[config.mk]
export PLATFORM = sky130hd
export DESIGN_NAME = ultrasonic_ranging_sequencer_flat
export DESIGN_NICKNAME = d
export VERILOG_FILES = /design/src/urs_pkg.sv /design/src/urs_if.sv /design/src/ultrasonic_ranging_sequencer.sv /design/src/flat_wrapper.sv
export SDC_FILE = /design/constraint.sdc
export NUM_CORES = 1
export LEC_CHECK = 0
export ABC_CLOCK_PERIOD_IN_PS = 10300
export BUFFER_PORTS_ARGS = -buffer_cell sky130_fd_sc_hd__buf_2
export CAP_MARGIN = 20
export CORE_MARGIN = 5
export CORE_UTILIZATION = 45
export DETAILED_ROUTE_END_ITERATION = 10
export PLACE_DENSITY_LB_ADDON = 0.05
export SYNTH_ARGS = -nofsm -noshare
export SYNTH_HDL_FRONTEND = slang
export SYNTH_SLANG_ARGS = --single-unit
[constraint.sdc]
create_clock -name clk -period 10.3 [get_ports clk]
set_input_delay 0 -clock clk [delete_from_list [all_inputs] [get_ports clk]]
set_output_delay 0 -clock clk [all_outputs]
set_load 0.01 [all_outputs]
[src/urs_pkg.sv]
// Shared types, constants and helpers for the ultrasonic ranging sequencer.
package urs_pkg;

	// Sensor count and field widths
	localparam int unsigned NUM_SENSORS = 3;
	localparam int unsigned RANGE_COUNT = 3;
	localparam int unsigned IDX_W       = 2;
	localparam int unsigned ECHO_W      = 3;
	localparam int unsigned TRIG_W      = 10;
	localparam int unsigned GAP_W       = 20;
	localparam int unsigned TMO_W       = 16;
	localparam int unsigned START_W     = 22;
	localparam int unsigned CNT_W       = 22;
	localparam int unsigned WIDTH_W     = 16;
	localparam int unsigned RANGE_W     = 14;
	localparam int unsigned CFG_IDX_W   = 8;
	localparam int unsigned CFG_DATA_W  = 22;

	// Register reset values
	localparam logic [TRIG_W-1:0]  TRIG_RESET  = 10'd10;
	localparam logic [GAP_W-1:0]   GAP_RESET   = 20'd100000;
	localparam logic [TMO_W-1:0]   TMO_RESET   = 16'd30000;
	localparam logic [START_W-1:0] START_RESET = 22'd2000000;

	// Distance = floor(width * 172 / 1000) = floor(width * 43 / 250),
	// done as a multiply by a rounded-up reciprocal and a shift. Exact for
	// every 16-bit width since width * (mul * 250 - 43 * 2^24) < 2^24.
	localparam int unsigned RANGE_SHIFT = 24;
	localparam int unsigned MUL_W       = 22;
	localparam int unsigned PROD_W      = WIDTH_W + MUL_W;
	localparam logic [MUL_W-1:0] RANGE_MUL = 22'd2885682;

	typedef enum logic [2:0] {
		PH_STARTUP = 3'd0,
		PH_TRIGGER = 3'd1,
		PH_RISE    = 3'd2,
		PH_HIGH    = 3'd3,
		PH_GAP     = 3'd4
	} phase_t;

	typedef enum logic [CFG_IDX_W-1:0] {
		REG_TRIGGER_WIDTH = 8'd0,
		REG_GAP_TICKS     = 8'd1,
		REG_TIMEOUT_TICKS = 8'd2,
		REG_STARTUP_TICKS = 8'd3
	} cfg_reg_t;

	function automatic logic [RANGE_W-1:0] width_to_range(input logic [WIDTH_W-1:0] w);
		logic [PROD_W-1:0] prod;
		prod = PROD_W'(w) * PROD_W'(RANGE_MUL);
		return prod[RANGE_SHIFT +: RANGE_W];
	endfunction

endpackage

[src/urs_if.sv]
// Valid/ready channel interfaces: tick input, result output, register writes.
interface urs_tick_if;
	logic                            valid;
	logic                            ready;
	logic [urs_pkg::ECHO_W-1:0]      echo_levels;
	logic                            run_enable;

	modport source(output valid, echo_levels, run_enable, input ready);
	modport sink(input valid, echo_levels, run_enable, output ready);
endinterface

interface urs_result_if;
	logic                            valid;
	logic                            ready;
	logic [urs_pkg::ECHO_W-1:0]      trigger_lines;
	logic                            result_valid;
	logic [urs_pkg::IDX_W-1:0]       result_sensor;
	logic                            timed_out;
	logic [urs_pkg::RANGE_W-1:0]     range_0;
	logic [urs_pkg::RANGE_W-1:0]     range_1;
	logic [urs_pkg::RANGE_W-1:0]     range_2;

	modport source(output valid, trigger_lines, result_valid, result_sensor, timed_out,
		range_0, range_1, range_2, input ready);
	modport sink(input valid, trigger_lines, result_valid, result_sensor, timed_out,
		range_0, range_1, range_2, output ready);
endinterface

interface urs_cfg_if;
	logic                            valid;
	logic                            ready;
	logic [urs_pkg::CFG_IDX_W-1:0]   index;
	logic [urs_pkg::CFG_DATA_W-1:0]  data;

	modport source(output valid, index, data, input ready);
	modport sink(input valid, index, data, output ready);
endinterface

[src/ultrasonic_ranging_sequencer.sv]
// Top level: tick-driven trigger/echo sequencer for three ultrasonic rangers.
//
// Usage:
//   tick   : one word per microsecond tick, carrying echo_levels and run_enable.
//   result : exactly one word per tick word: trigger drive, end-of-measurement
//            flags and the three stored distances (tenths of a cm, including
//            any update made by that tick).
//   cfg    : register writes (0 trigger_width, 1 gap_ticks, 2 timeout_ticks,
//            3 startup_ticks); always ready, other indexes are dropped. Write
//            only while no tick word is in flight.
// Timing: a tick word sits in an input register, one pass of logic computes
//   the next sequencer state and the result word into the output register.
//   One word per cycle is taken as long as the result side keeps up.
// Stall: when result.ready is low, the result word holds and the input
//   register fills; tick.ready drops once both are full.
// Reset: registers return to their defaults, sequencer goes to the start-up
//   wait with sensor 0 next, stored distances clear to zero, both stages empty.
module ultrasonic_ranging_sequencer (
	input  logic          clk,
	input  logic          arst_n,
	urs_tick_if.sink      tick,
	urs_result_if.source  result,
	urs_cfg_if.sink       cfg
);

	// Configuration registers
	logic [urs_pkg::TRIG_W-1:0]  trig_width_q;
	logic [urs_pkg::GAP_W-1:0]   gap_ticks_q;
	logic [urs_pkg::TMO_W-1:0]   timeout_q;
	logic [urs_pkg::START_W-1:0] startup_q;

	// Input stage
	logic                        tick_valid_s1;
	logic [urs_pkg::ECHO_W-1:0]  echo_s1;
	logic                        run_s1;

	// Sequencer state
	urs_pkg::phase_t             phase_q, phase_d;
	logic [urs_pkg::IDX_W-1:0]   idx_q, idx_d;
	logic [urs_pkg::CNT_W-1:0]   cnt_q, cnt_d;
	logic [urs_pkg::WIDTH_W-1:0] width_q, width_d;
	logic [urs_pkg::RANGE_W-1:0] ranges_q [urs_pkg::RANGE_COUNT];
	logic [urs_pkg::RANGE_W-1:0] ranges_d [urs_pkg::RANGE_COUNT];

	// Output stage
	logic                        out_valid_s2;
	logic [urs_pkg::ECHO_W-1:0]  trig_s2;
	logic                        res_valid_s2;
	logic [urs_pkg::IDX_W-1:0]   res_sensor_s2;
	logic                        tout_s2;
	logic [urs_pkg::RANGE_W-1:0] range_s2 [urs_pkg::RANGE_COUNT];

	// Step logic
	logic                        advance;
	logic [urs_pkg::CNT_W-1:0]   cnt_inc;
	logic [urs_pkg::WIDTH_W-1:0] width_inc;
	logic [urs_pkg::ECHO_W:0]    echo_ext;
	logic [urs_pkg::ECHO_W:0]    trig_dec;
	logic                        echo_high;
	logic [urs_pkg::ECHO_W-1:0]  trig_c;
	logic                        ended_c;
	logic                        failed_c;
	logic [urs_pkg::RANGE_W-1:0] range_new;
	logic [urs_pkg::IDX_W:0]     idx_inc;

	// Handshakes
	assign advance    = tick_valid_s1 && (!out_valid_s2 || result.ready);
	assign tick.ready = !tick_valid_s1 || advance;
	assign cfg.ready  = 1'b1;

	// Register writes
	always_ff @(posedge clk or negedge arst_n) begin
		if (!arst_n) begin
			trig_width_q <= urs_pkg::TRIG_RESET;
			gap_ticks_q  <= urs_pkg::GAP_RESET;
			timeout_q    <= urs_pkg::TMO_RESET;
			startup_q    <= urs_pkg::START_RESET;
		end else if (cfg.valid) begin
			case (cfg.index)
				urs_pkg::REG_TRIGGER_WIDTH: trig_width_q <= cfg.data[urs_pkg::TRIG_W-1:0];
				urs_pkg::REG_GAP_TICKS:     gap_ticks_q  <= cfg.data[urs_pkg::GAP_W-1:0];
				urs_pkg::REG_TIMEOUT_TICKS: timeout_q    <= cfg.data[urs_pkg::TMO_W-1:0];
				urs_pkg::REG_STARTUP_TICKS: startup_q    <= cfg.data[urs_pkg::START_W-1:0];
				default: ;
			endcase
		end
	end

	// Input register
	always_ff @(posedge clk or negedge arst_n) begin
		if (!arst_n) begin
			tick_valid_s1 <= 1'b0;
		end else if (tick.ready) begin
			tick_valid_s1 <= tick.valid;
		end
	end

	always_ff @(posedge clk) begin
		if (tick.valid && tick.ready) begin
			echo_s1 <= tick.echo_levels;
			run_s1  <= tick.run_enable;
		end
	end

	// Shared terms
	assign cnt_inc   = cnt_q + urs_pkg::CNT_W'(1);
	assign width_inc = width_q + urs_pkg::WIDTH_W'(1);
	assign echo_ext  = {1'b0, echo_s1};
	assign echo_high = echo_ext[idx_q];
	assign trig_dec  = (urs_pkg::ECHO_W+1)'(1) << idx_q;
	assign range_new = urs_pkg::width_to_range(width_q);
	assign idx_inc   = {1'b0, idx_q} + (urs_pkg::IDX_W+1)'(1);

	// Outputs of the step: trigger drive and measurement end
	always_comb begin
		trig_c   = '0;
		ended_c  = 1'b0;
		failed_c = 1'b0;
		if (run_s1) begin
			case (phase_q)
				urs_pkg::PH_TRIGGER: begin
					trig_c = trig_dec[urs_pkg::ECHO_W-1:0];
				end
				urs_pkg::PH_RISE: begin
					if (echo_high) begin
						if (urs_pkg::TMO_W'(1) >= timeout_q) begin
							ended_c  = 1'b1;
							failed_c = 1'b1;
						end
					end else if (cnt_inc >= urs_pkg::CNT_W'(timeout_q)) begin
						ended_c  = 1'b1;
						failed_c = 1'b1;
					end
				end
				urs_pkg::PH_HIGH: begin
					if (echo_high) begin
						if (width_inc >= timeout_q) begin
							ended_c  = 1'b1;
							failed_c = 1'b1;
						end
					end else begin
						ended_c = 1'b1;
					end
				end
				default: ;
			endcase
		end
	end

	// Next state of the sequencer
	always_comb begin
		phase_d = phase_q;
		idx_d   = idx_q;
		cnt_d   = cnt_q;
		width_d = width_q;
		if (!run_s1) begin
			phase_d = urs_pkg::PH_STARTUP;
			idx_d   = '0;
			cnt_d   = '0;
			width_d = '0;
		end else begin
			case (phase_q)
				urs_pkg::PH_STARTUP: begin
					cnt_d = cnt_inc;
					if (cnt_inc >= urs_pkg::CNT_W'(startup_q)) begin
						phase_d = urs_pkg::PH_TRIGGER;
						cnt_d   = '0;
					end
				end
				urs_pkg::PH_TRIGGER: begin
					cnt_d = cnt_inc;
					if (cnt_inc >= urs_pkg::CNT_W'(trig_width_q)) begin
						phase_d = urs_pkg::PH_RISE;
						cnt_d   = '0;
					end
				end
				urs_pkg::PH_RISE: begin
					if (echo_high) begin
						width_d = urs_pkg::WIDTH_W'(1);
						phase_d = urs_pkg::PH_HIGH;
					end else begin
						cnt_d = cnt_inc;
					end
				end
				urs_pkg::PH_HIGH: begin
					if (echo_high) width_d = width_inc;
				end
				urs_pkg::PH_GAP: begin
					cnt_d = cnt_inc;
					if (cnt_inc >= urs_pkg::CNT_W'(gap_ticks_q)) begin
						idx_d   = (idx_inc >= (urs_pkg::IDX_W+1)'(urs_pkg::NUM_SENSORS))
							? '0 : idx_inc[urs_pkg::IDX_W-1:0];
						phase_d = urs_pkg::PH_TRIGGER;
						cnt_d   = '0;
					end
				end
				default: begin
					phase_d = urs_pkg::PH_STARTUP;
					idx_d   = '0;
					cnt_d   = '0;
					width_d = '0;
				end
			endcase
			if (ended_c) begin
				phase_d = urs_pkg::PH_GAP;
				cnt_d   = '0;
				width_d = '0;
			end
		end
	end

	// Stored distance update on a good measurement
	always_comb begin
		for (int i = 0; i < urs_pkg::RANGE_COUNT; i++) begin
			ranges_d[i] = ranges_q[i];
			if (ended_c && !failed_c && idx_q == urs_pkg::IDX_W'(i)) ranges_d[i] = range_new;
		end
	end

	// State registers, advanced once per tick word
	always_ff @(posedge clk or negedge arst_n) begin
		if (!arst_n) begin
			phase_q <= urs_pkg::PH_STARTUP;
			idx_q   <= '0;
			cnt_q   <= '0;
			width_q <= '0;
			for (int i = 0; i < urs_pkg::RANGE_COUNT; i++) ranges_q[i] <= '0;
		end else if (advance) begin
			phase_q <= phase_d;
			idx_q   <= idx_d;
			cnt_q   <= cnt_d;
			width_q <= width_d;
			for (int i = 0; i < urs_pkg::RANGE_COUNT; i++) ranges_q[i] <= ranges_d[i];
		end
	end

	// Output register
	always_ff @(posedge clk or negedge arst_n) begin
		if (!arst_n) begin
			out_valid_s2 <= 1'b0;
		end else if (!out_valid_s2 || result.ready) begin
			out_valid_s2 <= tick_valid_s1;
		end
	end

	always_ff @(posedge clk) begin
		if (advance) begin
			trig_s2       <= trig_c;
			res_valid_s2  <= ended_c;
			res_sensor_s2 <= ended_c ? idx_q : '0;
			tout_s2       <= failed_c;
			for (int i = 0; i < urs_pkg::RANGE_COUNT; i++) range_s2[i] <= ranges_d[i];
		end
	end

	assign result.valid         = out_valid_s2;
	assign result.trigger_lines = trig_s2;
	assign result.result_valid  = res_valid_s2;
	assign result.result_sensor = res_sensor_s2;
	assign result.timed_out     = tout_s2;
	assign result.range_0       = range_s2[0];
	assign result.range_1       = range_s2[1];
	assign result.range_2       = range_s2[2];

	// Checks
	a_width_only_high: assert property (@(posedge clk) disable iff (!arst_n)
		(width_q != '0) |-> (phase_q == urs_pkg::PH_HIGH))
		else $error("echo width held outside the high phase");

	a_idx_in_range: assert property (@(posedge clk) disable iff (!arst_n)
		idx_q < urs_pkg::IDX_W'(urs_pkg::NUM_SENSORS))
		else $error("sensor index beyond sensor count");

	a_startup_idx: assert property (@(posedge clk) disable iff (!arst_n)
		(phase_q == urs_pkg::PH_STARTUP) |-> (idx_q == '0 && cnt_q <= urs_pkg::CNT_W'(startup_q)
			|| idx_q == '0))
		else $error("start-up wait with a sensor other than the first");

	a_no_trig_at_end: assert property (@(posedge clk) disable iff (!arst_n)
		(out_valid_s2 && res_valid_s2) |-> (trig_s2 == '0))
		else $error("trigger driven on the tick a measurement ends");

	a_timeout_flags_end: assert property (@(posedge clk) disable iff (!arst_n)
		(out_valid_s2 && tout_s2) |-> res_valid_s2)
		else $error("timeout flagged without an ended measurement");

endmodule
[src/flat_wrapper.sv]
// flat-port wrapper written by rule: the top's interface ports become plain ports
module ultrasonic_ranging_sequencer_flat 
  (clk, arst_n, tick_valid, tick_echo_levels, tick_run_enable, tick_ready, result_valid, result_trigger_lines, result_result_valid, result_result_sensor, result_timed_out, result_range_0, result_range_1, result_range_2, result_ready, cfg_valid, cfg_index, cfg_data, cfg_ready);
  urs_tick_if tick_i ();
  urs_result_if result_i ();
  urs_cfg_if cfg_i ();
  input  logic clk;
  input  logic arst_n;
  input wire logic [$bits(tick_i.valid)-1:0] tick_valid;
  input wire logic [$bits(tick_i.echo_levels)-1:0] tick_echo_levels;
  input wire logic [$bits(tick_i.run_enable)-1:0] tick_run_enable;
  output wire logic [$bits(tick_i.ready)-1:0] tick_ready;
  output wire logic [$bits(result_i.valid)-1:0] result_valid;
  output wire logic [$bits(result_i.trigger_lines)-1:0] result_trigger_lines;
  output wire logic [$bits(result_i.result_valid)-1:0] result_result_valid;
  output wire logic [$bits(result_i.result_sensor)-1:0] result_result_sensor;
  output wire logic [$bits(result_i.timed_out)-1:0] result_timed_out;
  output wire logic [$bits(result_i.range_0)-1:0] result_range_0;
  output wire logic [$bits(result_i.range_1)-1:0] result_range_1;
  output wire logic [$bits(result_i.range_2)-1:0] result_range_2;
  input wire logic [$bits(result_i.ready)-1:0] result_ready;
  input wire logic [$bits(cfg_i.valid)-1:0] cfg_valid;
  input wire logic [$bits(cfg_i.index)-1:0] cfg_index;
  input wire logic [$bits(cfg_i.data)-1:0] cfg_data;
  output wire logic [$bits(cfg_i.ready)-1:0] cfg_ready;
  assign tick_i.valid = tick_valid;
  assign tick_i.echo_levels = tick_echo_levels;
  assign tick_i.run_enable = tick_run_enable;
  assign tick_ready = tick_i.ready;
  assign result_valid = result_i.valid;
  assign result_trigger_lines = result_i.trigger_lines;
  assign result_result_valid = result_i.result_valid;
  assign result_result_sensor = result_i.result_sensor;
  assign result_timed_out = result_i.timed_out;
  assign result_range_0 = result_i.range_0;
  assign result_range_1 = result_i.range_1;
  assign result_range_2 = result_i.range_2;
  assign result_i.ready = result_ready;
  assign cfg_i.valid = cfg_valid;
  assign cfg_i.index = cfg_index;
  assign cfg_i.data = cfg_data;
  assign cfg_ready = cfg_i.ready;
  ultrasonic_ranging_sequencer u_core (.clk(clk), .arst_n(arst_n), .tick(tick_i), .result(result_i), .cfg(cfg_i));
endmodule
==> impl_metrics.py, run 1 <==
metrics = {
    "timing": {
        "final_hold_viol_count": 0,
        "relSlewSlack": 0.312,
        "worst_pin_slew_ns": 1.01,
        "slew_viol_final": 0,
        "layout_min_cycle_time_ns": 6.39,
        "setup-tns-final_ns": 0,
        "fin_crit_sh": 0.620,
        "clock_skew_ns": 0.0301,
        "rsz0062_at_grt": "false",
        "setup_viol": 0,
        "holdWs_ns": 0.113,
        "fmaxAchievable_ghz": 0.156,
        "setup_ws_ns": 3.91,
    },
    "synth": {
        "ys_seq_area_frac": 0.362,
        "syn_inst": 1534,
        "synth_top_area_share": 0.219,
        "synth_area_leaders": "dfrtp_1 22%, ha_1 20%, edfxtp_1 10%",
        "ys_warn_count": 0,
        "synthXorXnorAreaFrac": 0.0295,
        "synth_area_um2": 15200,
        "synth_area_per_cell_um2": 9.89,
        "yosys_register_bits": 208,
        "yosysTopAreaCell": "dfrtp_1",
        "yosysUniqueCellTypes": 72,
        "synth_top_family_by_area": "adder cells",
        "synth_flop_cell": "dfrtp_1",
        "synth_edf_count": 53,
        "syn_nets": 1855,
        "synth-simple-area-share": 0.120,
        "synth_adder_area_share": 0.253,
        "synth.area.mux_share": 0.0473,
        "synth_compound_area_frac": 0.124,
        "async_flop_share": 0.745,
    },
    "cells_and_area": {
        "fin_area_um2": 17200,
        "final_core_util": 0.516,
        "finalNetCount": 1968,
        "area_growth_pct": 13.5,
        "drive_above_1_share": 0.144,
        "stdcell_count": 2115,
        "antennaDiodeCount": 0,
    },
    "hold_path": {
        "hold_class": "primary input to register",
        "hold_start": "cfg_index[5]",
        "whs_path_depth": 6,
        "min_to": "u_core.trig_width_q[3]$_DFFE_PN1P_",
    },
    "global_routing": {
        "grt_pass1_wl_um": 62200,
        "grt_usage": 0.200,
        "overflow": 0,
        "antenna_found_initial": 0,
        "grt_pass1_vias": 11600,
        "grt_max_degree": 99,
    },
    "die": {
        "io_pins": 91,
        "die-area_um2": 37500,
        "die_w_um": 194,
        "rows": 67,
        "core-area_um2": 33400,
        "initial_core_util": 0.455,
        "die_y_um": 194,
    },
    "placed_design": {
        "place.gp.congestion": 0.885,
        "dpl.hpwl_um": 28400,
        "place_inst": 2034,
        "dp_slack_ns": 3.99,
        "postPlaceCellArea_um2": 16100,
        "io_buffers": 89,
    },
    "pwr": {
        "power_density_nw_per_um2": 130,
        "p_total_mw": 2.24,
        "irDropWorstVdd_mv": 0.114,
        "p_leak_nw": 8.62,
    },
    "setup_path": {
        "rrSetupSlack_ns": 3.91,
        "slowest_stage": "a2111oi_0",
        "reg2regPathDepth": 20,
        "critPathLaunch": "u_core.width_q[5]$_DFFE_PN0P_",
        "cp_common_cell": "ha_1",
        "arrival_ns": 6.66,
        "cp-end-kind": "register",
        "reg2reg_from": "u_core.width_q[5]$_DFFE_PN0P_",
        "worstPathCellList": "inv_1, ha_1, fa_1, inv_1, ha_1, ha_1, inv_1, fa_1, inv_1, ha_1, ha_1, and3_1, and4_1, and2_1, and4_1, a2111oi_0, o21bai_1, a21oi_1, xor2_1, o21ai_0",
        "critPathMaxFanout": 9,
        "startpoint_type": "register",
        "crit_type": "register to register",
        "required_ns": 10.57,
        "r2r_end": "u_core.range_s2[0][24]$_DFFE_PP_",
        "cpPeakStageDelay_ns": 0.90,
    },
    "run": {
        "cap_viol_max_count": 0,
    },
    "routing": {
        "drt_wl_total_um": 37100,
        "met1_length_um": 16800,
        "vias_per_cell": 5.27,
        "wl_met2_um": 18300,
        "drt_iter0_drc": 402,
        "num_vias": 11100,
        "ant_nets": 0,
        "dr_wl_met3_um": 1210,
        "top_layer": "met4",
        "first_pass_iters": 5,
        "drc": 0,
        "avgRoutedWirePerCell_um": 17.5,
    },
    "clock_network": {
        "cts.clk_slew.worst_paths_ns": 0.07,
        "cts_resized": 0,
        "cts-root-buf": "clkbuf_16",
        "cts_made_buffers": 26,
        "cts_tree": "built",
        "clk_latency_ns": 0.54,
        "clkSinkCount": 208,
        "htreeDepth": 1,
        "clk_path_buf_depth": 3,
    },
    "outcome": {
        "outcome": "complete, no violations",
    },
}
[report_power, final]
group          total, mW  internal [mW]  switching [mW]
clock              0.858          0.497           0.361
sequential         0.935          0.891          0.0431
combinational      0.445          0.156           0.288
total               2.24           1.54           0.692
[per-layer routing]
metal,track usage,vias to the layer above
li1,-,5585
met2,0.356,189
met3,0.0250,49
met1,0.263,5319
met5,0,-
met4,0.0443,0
[repair_timing]
action                                 4_1_cts  5_1_grt
endpoints found under the hold margin      153        0
hold buffers                                32        0
setup buffers                                0        0
[worst max path at each step]
| stage | endpoint |
|---|---|
| after floorplan | u_core.range_s2[0][10]$_DFFE_PP_ |
| after global placement | u_core.range_s2[0][10]$_DFFE_PP_ |
| after detailed placement | u_core.range_s2[0][24]$_DFFE_PP_ |
| after CTS | u_core.range_s2[0][24]$_DFFE_PP_ |
| after global routing | u_core.range_s2[0][24]$_DFFE_PP_ |
| final | u_core.range_s2[0][24]$_DFFE_PP_ |
[critical path, delay by kind of cell, from the launching register on]
kind | cells | cell delay [ns]
fa+ha+maj | 7 | 2.62
compound gates | 4 | 1.52
simple gates | 4 | 0.79
flops | 1 | 0.59
xor+xnor | 1 | 0.37
buf+inv | 4 | 0.24
[cells by family (layout without fill, tap and decap cells)]
logic type	Yosys count	in the layout
and+or+nand+nor	371	371
AOI/OAI and AO/OA	308	308
adders and majority gates	282	282
buffers and inverters	249	382
DFF	208	208
muxes	64	64
xor gates and xnor gates	51	51
other	1	1
[state kept, by name, summed over array words and instances, names as in the netlist]
| signal | cells |
|---|---|
| u_core.timeout_q | 16 |
| u_core.tick_valid_s1 | 1 |
| u_core.run_s1 | 1 |
| u_core.gap_ticks_q | 20 |
| u_core.phase_q | 3 |
| u_core.result.result_valid | 1 |
| u_core.trig_width_q | 10 |
| u_core.cnt_q | 22 |
| u_core.result.timed_out | 1 |
| u_core.idx_q | 2 |
| u_core.result.trigger_lines | 3 |
| u_core.echo_s1 | 3 |
| u_core.width_q | 16 |
| u_core.startup_q | 22 |
| u_core.result.result_sensor | 2 |
| u_core.range_s2 | 42 |
| u_core.result.valid | 1 |
| u_core.ranges_q | 42 |
[layout make-up]
class                      count  area [um^2]
timing repair buffer         131          855
clock inverter                 9         66.3
fill                        3159        16200
tap                          448          561
inverter                     203          762
multi-input combinational   1077         8730
clock buffer                  39          739
sequential                   208         5500
[Yosys cell counts (16+ instances only)]
cell type  number
nor2_1         35
dfrtp_1       133
mux2_2         61
nand2_1       181
a21o_1         16
clkbuf_1       32
nand4_1        21
fa_1           42
nor3_1         21
a21oi_1        53
inv_1         202
xnor2_1        36
edfxtp_1       53
dfstp_2        22
ha_1          240
nand2b_1       23
o21ai_0       152
nand3_1        23
[placed cells by master, fill, tap and decap left out, types with 7 or more instances in the layout]
cell           Yosys  layout
fa_1              42      42
dfrtp_1          133     133
nor4_1             9       9
nand2_1          181     181
nand2b_1          23      23
o41ai_1            7       7
edfxtp_1          53      53
nor2_1            35      35
a21o_1            16      16
clkbuf_1          32       9
a211oi_1           7       7
and2_1             7       7
inv_1            202     201
o21ai_0          152     152
dfstp_2           22      22
buf_2             10      88
a32oi_1            8       8
clkbuf_16          0      26
xor2_1            15      15
a21oi_1           53      53
dlygate4sd3_1      0      32
nor3_1            21      21
ha_1             240     240
mux2_2            61      61
nand4_1           21      21
nand3_1           23      23
and3_1            15      15
buf_4              1       9
xnor2_1           36      36
Note: power is estimated with default switching activity, not from simulation.
==> run 2: changes to the inputs <==
--- a/config.mk
+++ b/config.mk
@@ -5,7 +5,7 @@
 export SDC_FILE = /design/constraint.sdc
 export NUM_CORES = 1
 export LEC_CHECK = 0
-export ABC_CLOCK_PERIOD_IN_PS = 10300
+export ABC_CLOCK_PERIOD_IN_PS = 5600
 export BUFFER_PORTS_ARGS = -buffer_cell sky130_fd_sc_hd__buf_2
 export CAP_MARGIN = 20
 export CORE_MARGIN = 5
==> constraint.sdc (replaced) <==
create_clock -name clk -period 5.6 [get_ports clk]
set_input_delay 0 -clock clk [delete_from_list [all_inputs] [get_ports clk]]
set_output_delay 0 -clock clk [all_outputs]
set_load 0.01 [all_outputs]
==> run 2 against run 1 <==
Against the previous run:
- first-iteration DRC count grew 66%
- clock power grew 86%
- critical endpoint is now u_core.range_s2[0][38]$_DFFE_PP_
- sequential power grew 82%
- fmax rose by 19%
- highest routed layer unchanged
- register-to-register slack got worse by 3.7 ns
==> impl_metrics.py, run 2 (synthesis results as in run 1) <==
metrics = {
    "cells_and_area": {
        "drive_above_1_share": 0.178,
        "area_growth_pct": 16.9,
        "final_cell_mix": "236 x ha_1, 201 x inv_1, 181 x nand2_1",
        "layout_commonest_cell": "ha_1",
        "fill_cells": 3110,
        "largestRegisters": "u_core.range_s2 x42, u_core.ranges_q x42",
        "antennaDiodeCount": 0,
        "finalNetCount": 2020,
        "fin_area_um2": 17700,
    },
    "global_routing": {
        "grt_max_degree": 72,
        "grt_pass1_wl_um": 62200,
        "grt_pass1_vias": 11700,
        "overflow": 0,
        "antenna_found_initial": 0,
        "grt_usage": 0.201,
    },
    "clock_network": {
        "htreeDepth": 1,
        "cts_made_buffers": 25,
        "clk_path_buf_depth": 3,
        "cts.clk_slew.worst_paths_ns": 0.06,
        "clkSinkCount": 208,
        "cts_tree": "built",
        "cts-root-buf": "clkbuf_16",
        "clk_latency_ns": 0.54,
    },
    "routing": {
        "num_vias": 11400,
        "drt_wl_total_um": 37700,
        "drc": 0,
        "first_pass_iters": 6,
        "vias_per_cell": 5.25,
        "avgRoutedWirePerCell_um": 17.4,
        "drt_iter0_drc": 669,
        "ant_nets": 0,
    },
    "hold_path": {
        "hold_class": "primary input to async pin",
    },
    "outcome": {
        "outcome": "complete, no violations",
    },
    "pwr": {
        "intPower_mw": 2.95,
        "power_density_nw_per_um2": 238,
        "irDropWorstVdd_mv": 0.223,
        "p_sw_frac": 0.301,
        "p_total_mw": 4.22,
        "p_seq_frac": 0.403,
        "p_leak_nw": 8.88,
        "combPwrFrac": 0.218,
        "p_sw_mw": 1.27,
        "clock_power_share": 0.379,
    },
    "timing": {
        "holdWs_ns": 0.0508,
        "clock_skew_ns": 0.0267,
        "slew_viol_final": 0,
        "fin_crit_sh": 0.958,
        "fmaxAchievable_ghz": 0.186,
        "setup_viol": 0,
        "rsz0062_at_grt": "false",
        "layout_min_cycle_time_ns": 5.37,
        "final_hold_viol_count": 0,
        "worst_pin_slew_ns": 1.04,
        "relSlewSlack": 0.306,
    },
    "setup_path": {
        "reg2regPathDepth": 21,
        "required_ns": 5.86,
        "startpoint_type": "register",
        "critPathLaunch": "u_core.width_q[4]$_DFFE_PN0P_",
        "arrival_ns": 5.62,
        "reg2reg_from": "u_core.width_q[4]$_DFFE_PN0P_",
        "critPathMaxFanout": 6,
        "cp-end-kind": "register",
        "crit_type": "register to register",
    },
    "placed_design": {
        "postPlaceCellArea_um2": 16400,
        "dpl.hpwl_um": 29500,
        "place.gp.congestion": 0.855,
        "io_buffers": 89,
    },
    "die": {
        "io_pins": 91,
        "rows": 67,
        "die-area_um2": 37500,
        "die_y_um": 194,
        "core-area_um2": 33400,
        "die_w_um": 194,
        "initial_core_util": 0.455,
    },
    "run": {
        "cap_viol_max_count": 0,
    },
}
[run 2: changes by cell type in the layout (fill, tap and decap cells not counted), moves of 4 or more]
cell / delta
ha_4: +4
buf_4: +54
a21oi_2: +5
a21oi_1: -5
o21ai_0: -9
ha_1: -4
o21ai_1: +9
[run 2: critical path: stages, from the launching register on]
cell,delay [ns]
dfrtp_1,0.45
ha_1,0.25
inv_1,0.08
fa_1,0.50
inv_1,0.04
ha_1,0.28
ha_1,0.27
inv_1,0.05
fa_1,0.53
inv_1,0.04
ha_1,0.28
ha_1,0.31
and3_1,0.17
and4_1,0.21
and2_1,0.17
and4_1,0.24
a2111oi_4,0.36
buf_4,0.18
o21bai_1,0.12
a21oi_2,0.20
xor2_2,0.25
o21ai_0,0.11
[run 2: layer usage]
layer / wire [um] / track usage / share of wire / vias up
met5: 0 / 0 / 0 / -
met4: 1000 / 0.0532 / 0.027 / 0
met3: 1200 / 0.0245 / 0.032 / 49
met2: 18700 / 0.358 / 0.50 / 177
li1: - / - / - / 5684
met1: 16900 / 0.260 / 0.45 / 5469
[run 2: per-stage QoR]
step / cells / setup TNS (ns) / utilization / worst slack (ns)
final: 2166 / 0 / 0.532 / 0.234
after global routing: 2166 / 0 / 0.532 / 0.00207
after CTS: 2160 / 0 / 0.527 / 0.0468
after detailed placement: 2082 / -1.01 / 0.492 / -0.157
after global placement: 2082 / -0.299 / 0.492 / -0.0739
after floorplan: 1534 / 0 / - / 0.110
[run 2: layout make-up]
type / instances / area, um^2 / share of cell area
clock buffers: 37 / 701 / 0.0395
clock inverters: 9 / 114 / 0.00642
inverters: 203 / 762 / 0.0430
multi-input cells: 1077 / 8850 / 0.499
flip-flops and latches: 208 / 5500 / 0.310
well taps: 448 / 561 / 0.0316
repair buffers: 184 / 1240 / 0.0702
[run 2: power groups by stage]
stage	clock network, mW	logic (mW)	registers [mW]
6_report	1.60	0.921	1.70
5_1_grt	1.72	1.02	1.71
4_1_cts	1.65	0.936	1.70
3_5_place_dp	0	0.913	1.73
3_3_place_gp	0	0.906	1.73
2_1_floorplan	0	0.518	1.72
[run 2: path summary, 6_finish.rpt]
kind | endpoint | slack, ns
worst max-delay path | u_core.range_s2[0][38]$_DFFE_PP_ | 0.23
worst min-delay path | u_core.gap_ticks_q[1]$_DFFE_PN0P_ | 0.05
worst max register to register | u_core.range_s2[0][38]$_DFFE_PP_ | 0.23
worst min register to register | u_core.ranges_q[30]$_DFFE_PN0P_ | 0.48
max in group asynchronous | u_core.ranges_q[15]$_DFFE_PN0P_ | 4.36
min in group clk | u_core.trig_width_q[1]$_DFFE_PN1P_ | 0.11
[run 2: repair_timing]
action                     CTS  global route
gates cloned                 0             0
hold endpoints to repair   147             0
pin swaps                    0            10
resized for setup            5            25
setup endpoints to repair   13            37
hold buffers                32             0
setup buffers                0             6
==> run 3: changes to the inputs <==
--- a/config.mk
+++ b/config.mk
@@ -11,6 +11,7 @@
 export CORE_MARGIN = 5
 export CORE_UTILIZATION = 45
 export DETAILED_ROUTE_END_ITERATION = 10
+export MAX_ROUTING_LAYER = met4
 export PLACE_DENSITY_LB_ADDON = 0.05
 export SYNTH_ARGS = -nofsm -noshare
 export SYNTH_HDL_FRONTEND = slang
==> run 3 against run 2 <==
Against the previous run:
- first-iteration DRC count fell by 13%
- clock power barely moved
- via count fell by 0.26%
- fmax fell by 0.10%
- sequential power barely moved
- critical path depth fell by 1
- core utilization barely moved
- design area barely moved
- largest power group unchanged
==> impl_metrics.py, run 3 (synthesis results as in run 1) <==
metrics = {
    "routing": {
        "drt_wl_total_um": 37700,
        "first_pass_iters": 7,
        "num_vias": 11300,
        "drc": 0,
        "ant_nets": 0,
        "drt_iter0_drc": 579,
        "vias_per_cell": 5.24,
        "avgRoutedWirePerCell_um": 17.4,
    },
    "die": {
        "io_pins": 91,
        "die_y_um": 194,
        "core-area_um2": 33400,
        "die_w_um": 194,
        "rows": 67,
        "initial_core_util": 0.455,
        "die-area_um2": 37500,
    },
    "setup_path": {
        "required_ns": 5.86,
        "cpPeakStageDelay_ns": 0.53,
        "startpoint_type": "register",
        "reg2reg_from": "u_core.width_q[6]$_DFFE_PN0P_",
        "worstSetupEndpoint": "u_core.range_s2[0][38]$_DFFE_PP_",
        "cp_common_cell": "ha_1",
        "arrival_ns": 5.63,
        "worstSetupPathDepth": 20,
        "cp-end-kind": "register",
        "r2r_end": "u_core.range_s2[0][38]$_DFFE_PP_",
        "worstPathCellList": "ha_1, fa_1, inv_1, ha_1, ha_1, inv_1, fa_1, inv_1, ha_1, ha_1, and3_1, and4_1, and2_1, and4_1, a2111oi_4, buf_4, o21bai_1, a21oi_2, xor2_2, o21ai_0",
        "critPathLaunch": "u_core.width_q[6]$_DFFE_PN0P_",
        "path_buf_inv": 4,
        "rrSetupSlack_ns": 0.23,
        "slowest_stage": "fa_1",
        "crit_type": "register to register",
        "critPathMaxFanout": 6,
        "crit_family": "adder cells",
        "reg2regPathDepth": 20,
    },
    "global_routing": {
        "grt_pass1_wl_um": 62200,
        "grt_usage": 0.207,
        "grt_pass1_vias": 11700,
        "antenna_found_initial": 0,
        "use_met3": 0.0242,
        "grtUsageMet2": 0.359,
        "overflow": 0,
        "grt-busiest-layer": "met2",
        "grt_max_degree": 72,
        "met1_usage": 0.259,
    },
    "cells_and_area": {
        "layout_commonest_cell": "ha_1",
        "finalNetCount": 2019,
        "antennaDiodeCount": 0,
        "drive_above_1_share": 0.178,
        "area_growth_pct": 16.9,
        "regArea_um2": 5500,
        "multi_input_area_um2": 8850,
        "largestRegisters": "u_core.range_s2 x42, u_core.ranges_q x42",
        "final_cell_mix": "236 x ha_1, 201 x inv_1, 181 x nand2_1",
        "fill_cells": 3109,
        "final_core_util": 0.531,
    },
    "timing": {
        "fmaxAchievable_ghz": 0.186,
        "holdWs_ns": 0.0477,
        "layout_min_cycle_time_ns": 5.37,
        "fin_crit_sh": 0.959,
        "setup_ws_ns": 0.229,
        "final_hold_viol_count": 0,
        "worst_pin_slew_ns": 1.05,
        "relSlewSlack": 0.298,
        "clock_skew_ns": 0.0259,
        "slew_viol_final": 0,
        "setup_viol": 0,
    },
    "run": {
        "cap_viol_max_count": 0,
    },
    "placed_design": {
        "place.gp.congestion": 0.869,
        "io_buffers": 89,
        "dp_slack_ns": -0.157,
        "dpl.hpwl_um": 29500,
    },
    "clock_network": {
        "cts_tree": "built",
        "cts_made_buffers": 25,
        "clk_latency_ns": 0.54,
        "clk_path_buf_depth": 3,
        "cts-root-buf": "clkbuf_16",
        "cts.clk_slew.worst_paths_ns": 0.06,
        "clkSinkCount": 208,
        "htreeDepth": 1,
    },
    "pwr": {
        "p_leak_nw": 8.88,
        "p_sw_frac": 0.301,
        "p_seq_frac": 0.403,
        "intPower_mw": 2.95,
        "power_density_nw_per_um2": 238,
        "irDropWorstVdd_mv": 0.223,
        "clock_power_share": 0.379,
        "p_sw_mw": 1.27,
        "combPwrFrac": 0.218,
    },
    "hold_path": {
        "hold_class": "primary input to async pin",
    },
    "outcome": {
        "outcome": "complete, no violations",
    },
}
==> run 3: how the worst min path moves through the flow <==
| stage | start | end | slack, ns |
|---|---|---|---|
| after floorplan | arst_n | u_core.cnt_q[0]$_DFFE_PN0P_ | -0.30 |
| after detailed placement | arst_n | u_core.gap_ticks_q[0]$_DFFE_PN0P_ | 0.08 |
| after CTS | arst_n | u_core.gap_ticks_q[0]$_DFFE_PN0P_ | 0.08 |
| after global routing | arst_n | u_core.gap_ticks_q[1]$_DFFE_PN0P_ | 0.11 |
| final | arst_n | u_core.gap_ticks_q[1]$_DFFE_PN0P_ | 0.05 |
| after global placement | arst_n | u_core.gap_ticks_q[0]$_DFFE_PN0P_ | 0.07 |
==> run 3: cell type report <==
class                      count  share of cell area
clock inverter                 9             0.00642
tap                          448              0.0316
clock buffer                  37              0.0395
multi-input combinational   1077               0.499
sequential                   208               0.310
timing repair buffer         183              0.0698
inverter                     203              0.0430
==> run 3: timing repair <==
action                     in CTS  in global routing
setup buffers                   0                  5
pin swaps                       0                 10
hold buffers                   32                  0
resized for setup               5                 25
hold endpoints to repair      147                  0
setup endpoints to repair      13                 37
==> run 3: worst register-to-register path: cells and delay by family (launching register included) <==
family | cells | cell delay (ns)
fa+ha+maj | 7 | 2.49
simple gates | 4 | 0.79
compound gates | 4 | 0.79
flops | 1 | 0.45
buf+inv | 4 | 0.31
xor+xnor | 1 | 0.26
==> run 3: metal layers <==
layer,vias to the layer above,wire length (um)
met3,52,1100
met5,-,0
li1,5680,-
met4,0,1010
met2,157,18700
met1,5460,16900
==> run 3: through the flow <==
step	std cells	power (mW)	instance area, um^2	setup TNS [ns]
final	2165	4.22	17700	0
after global routing	2165	4.45	17700	-0.00649
after CTS	2160	4.29	17600	0
after detailed placement	2082	2.64	16400	-1.01
after global placement	2082	2.63	16400	-0.299
after floorplan	1534	2.23	15200	0
==> run 3: power groups by stage <==
stage	clock, mW	sequential (mW)	combinational [mW]
3_5_place_dp	0	1.73	0.913
5_1_grt	1.72	1.71	1.02
6_report	1.60	1.70	0.919
3_3_place_gp	0	1.73	0.906
2_1_floorplan	0	1.72	0.518
4_1_cts	1.65	1.70	0.936
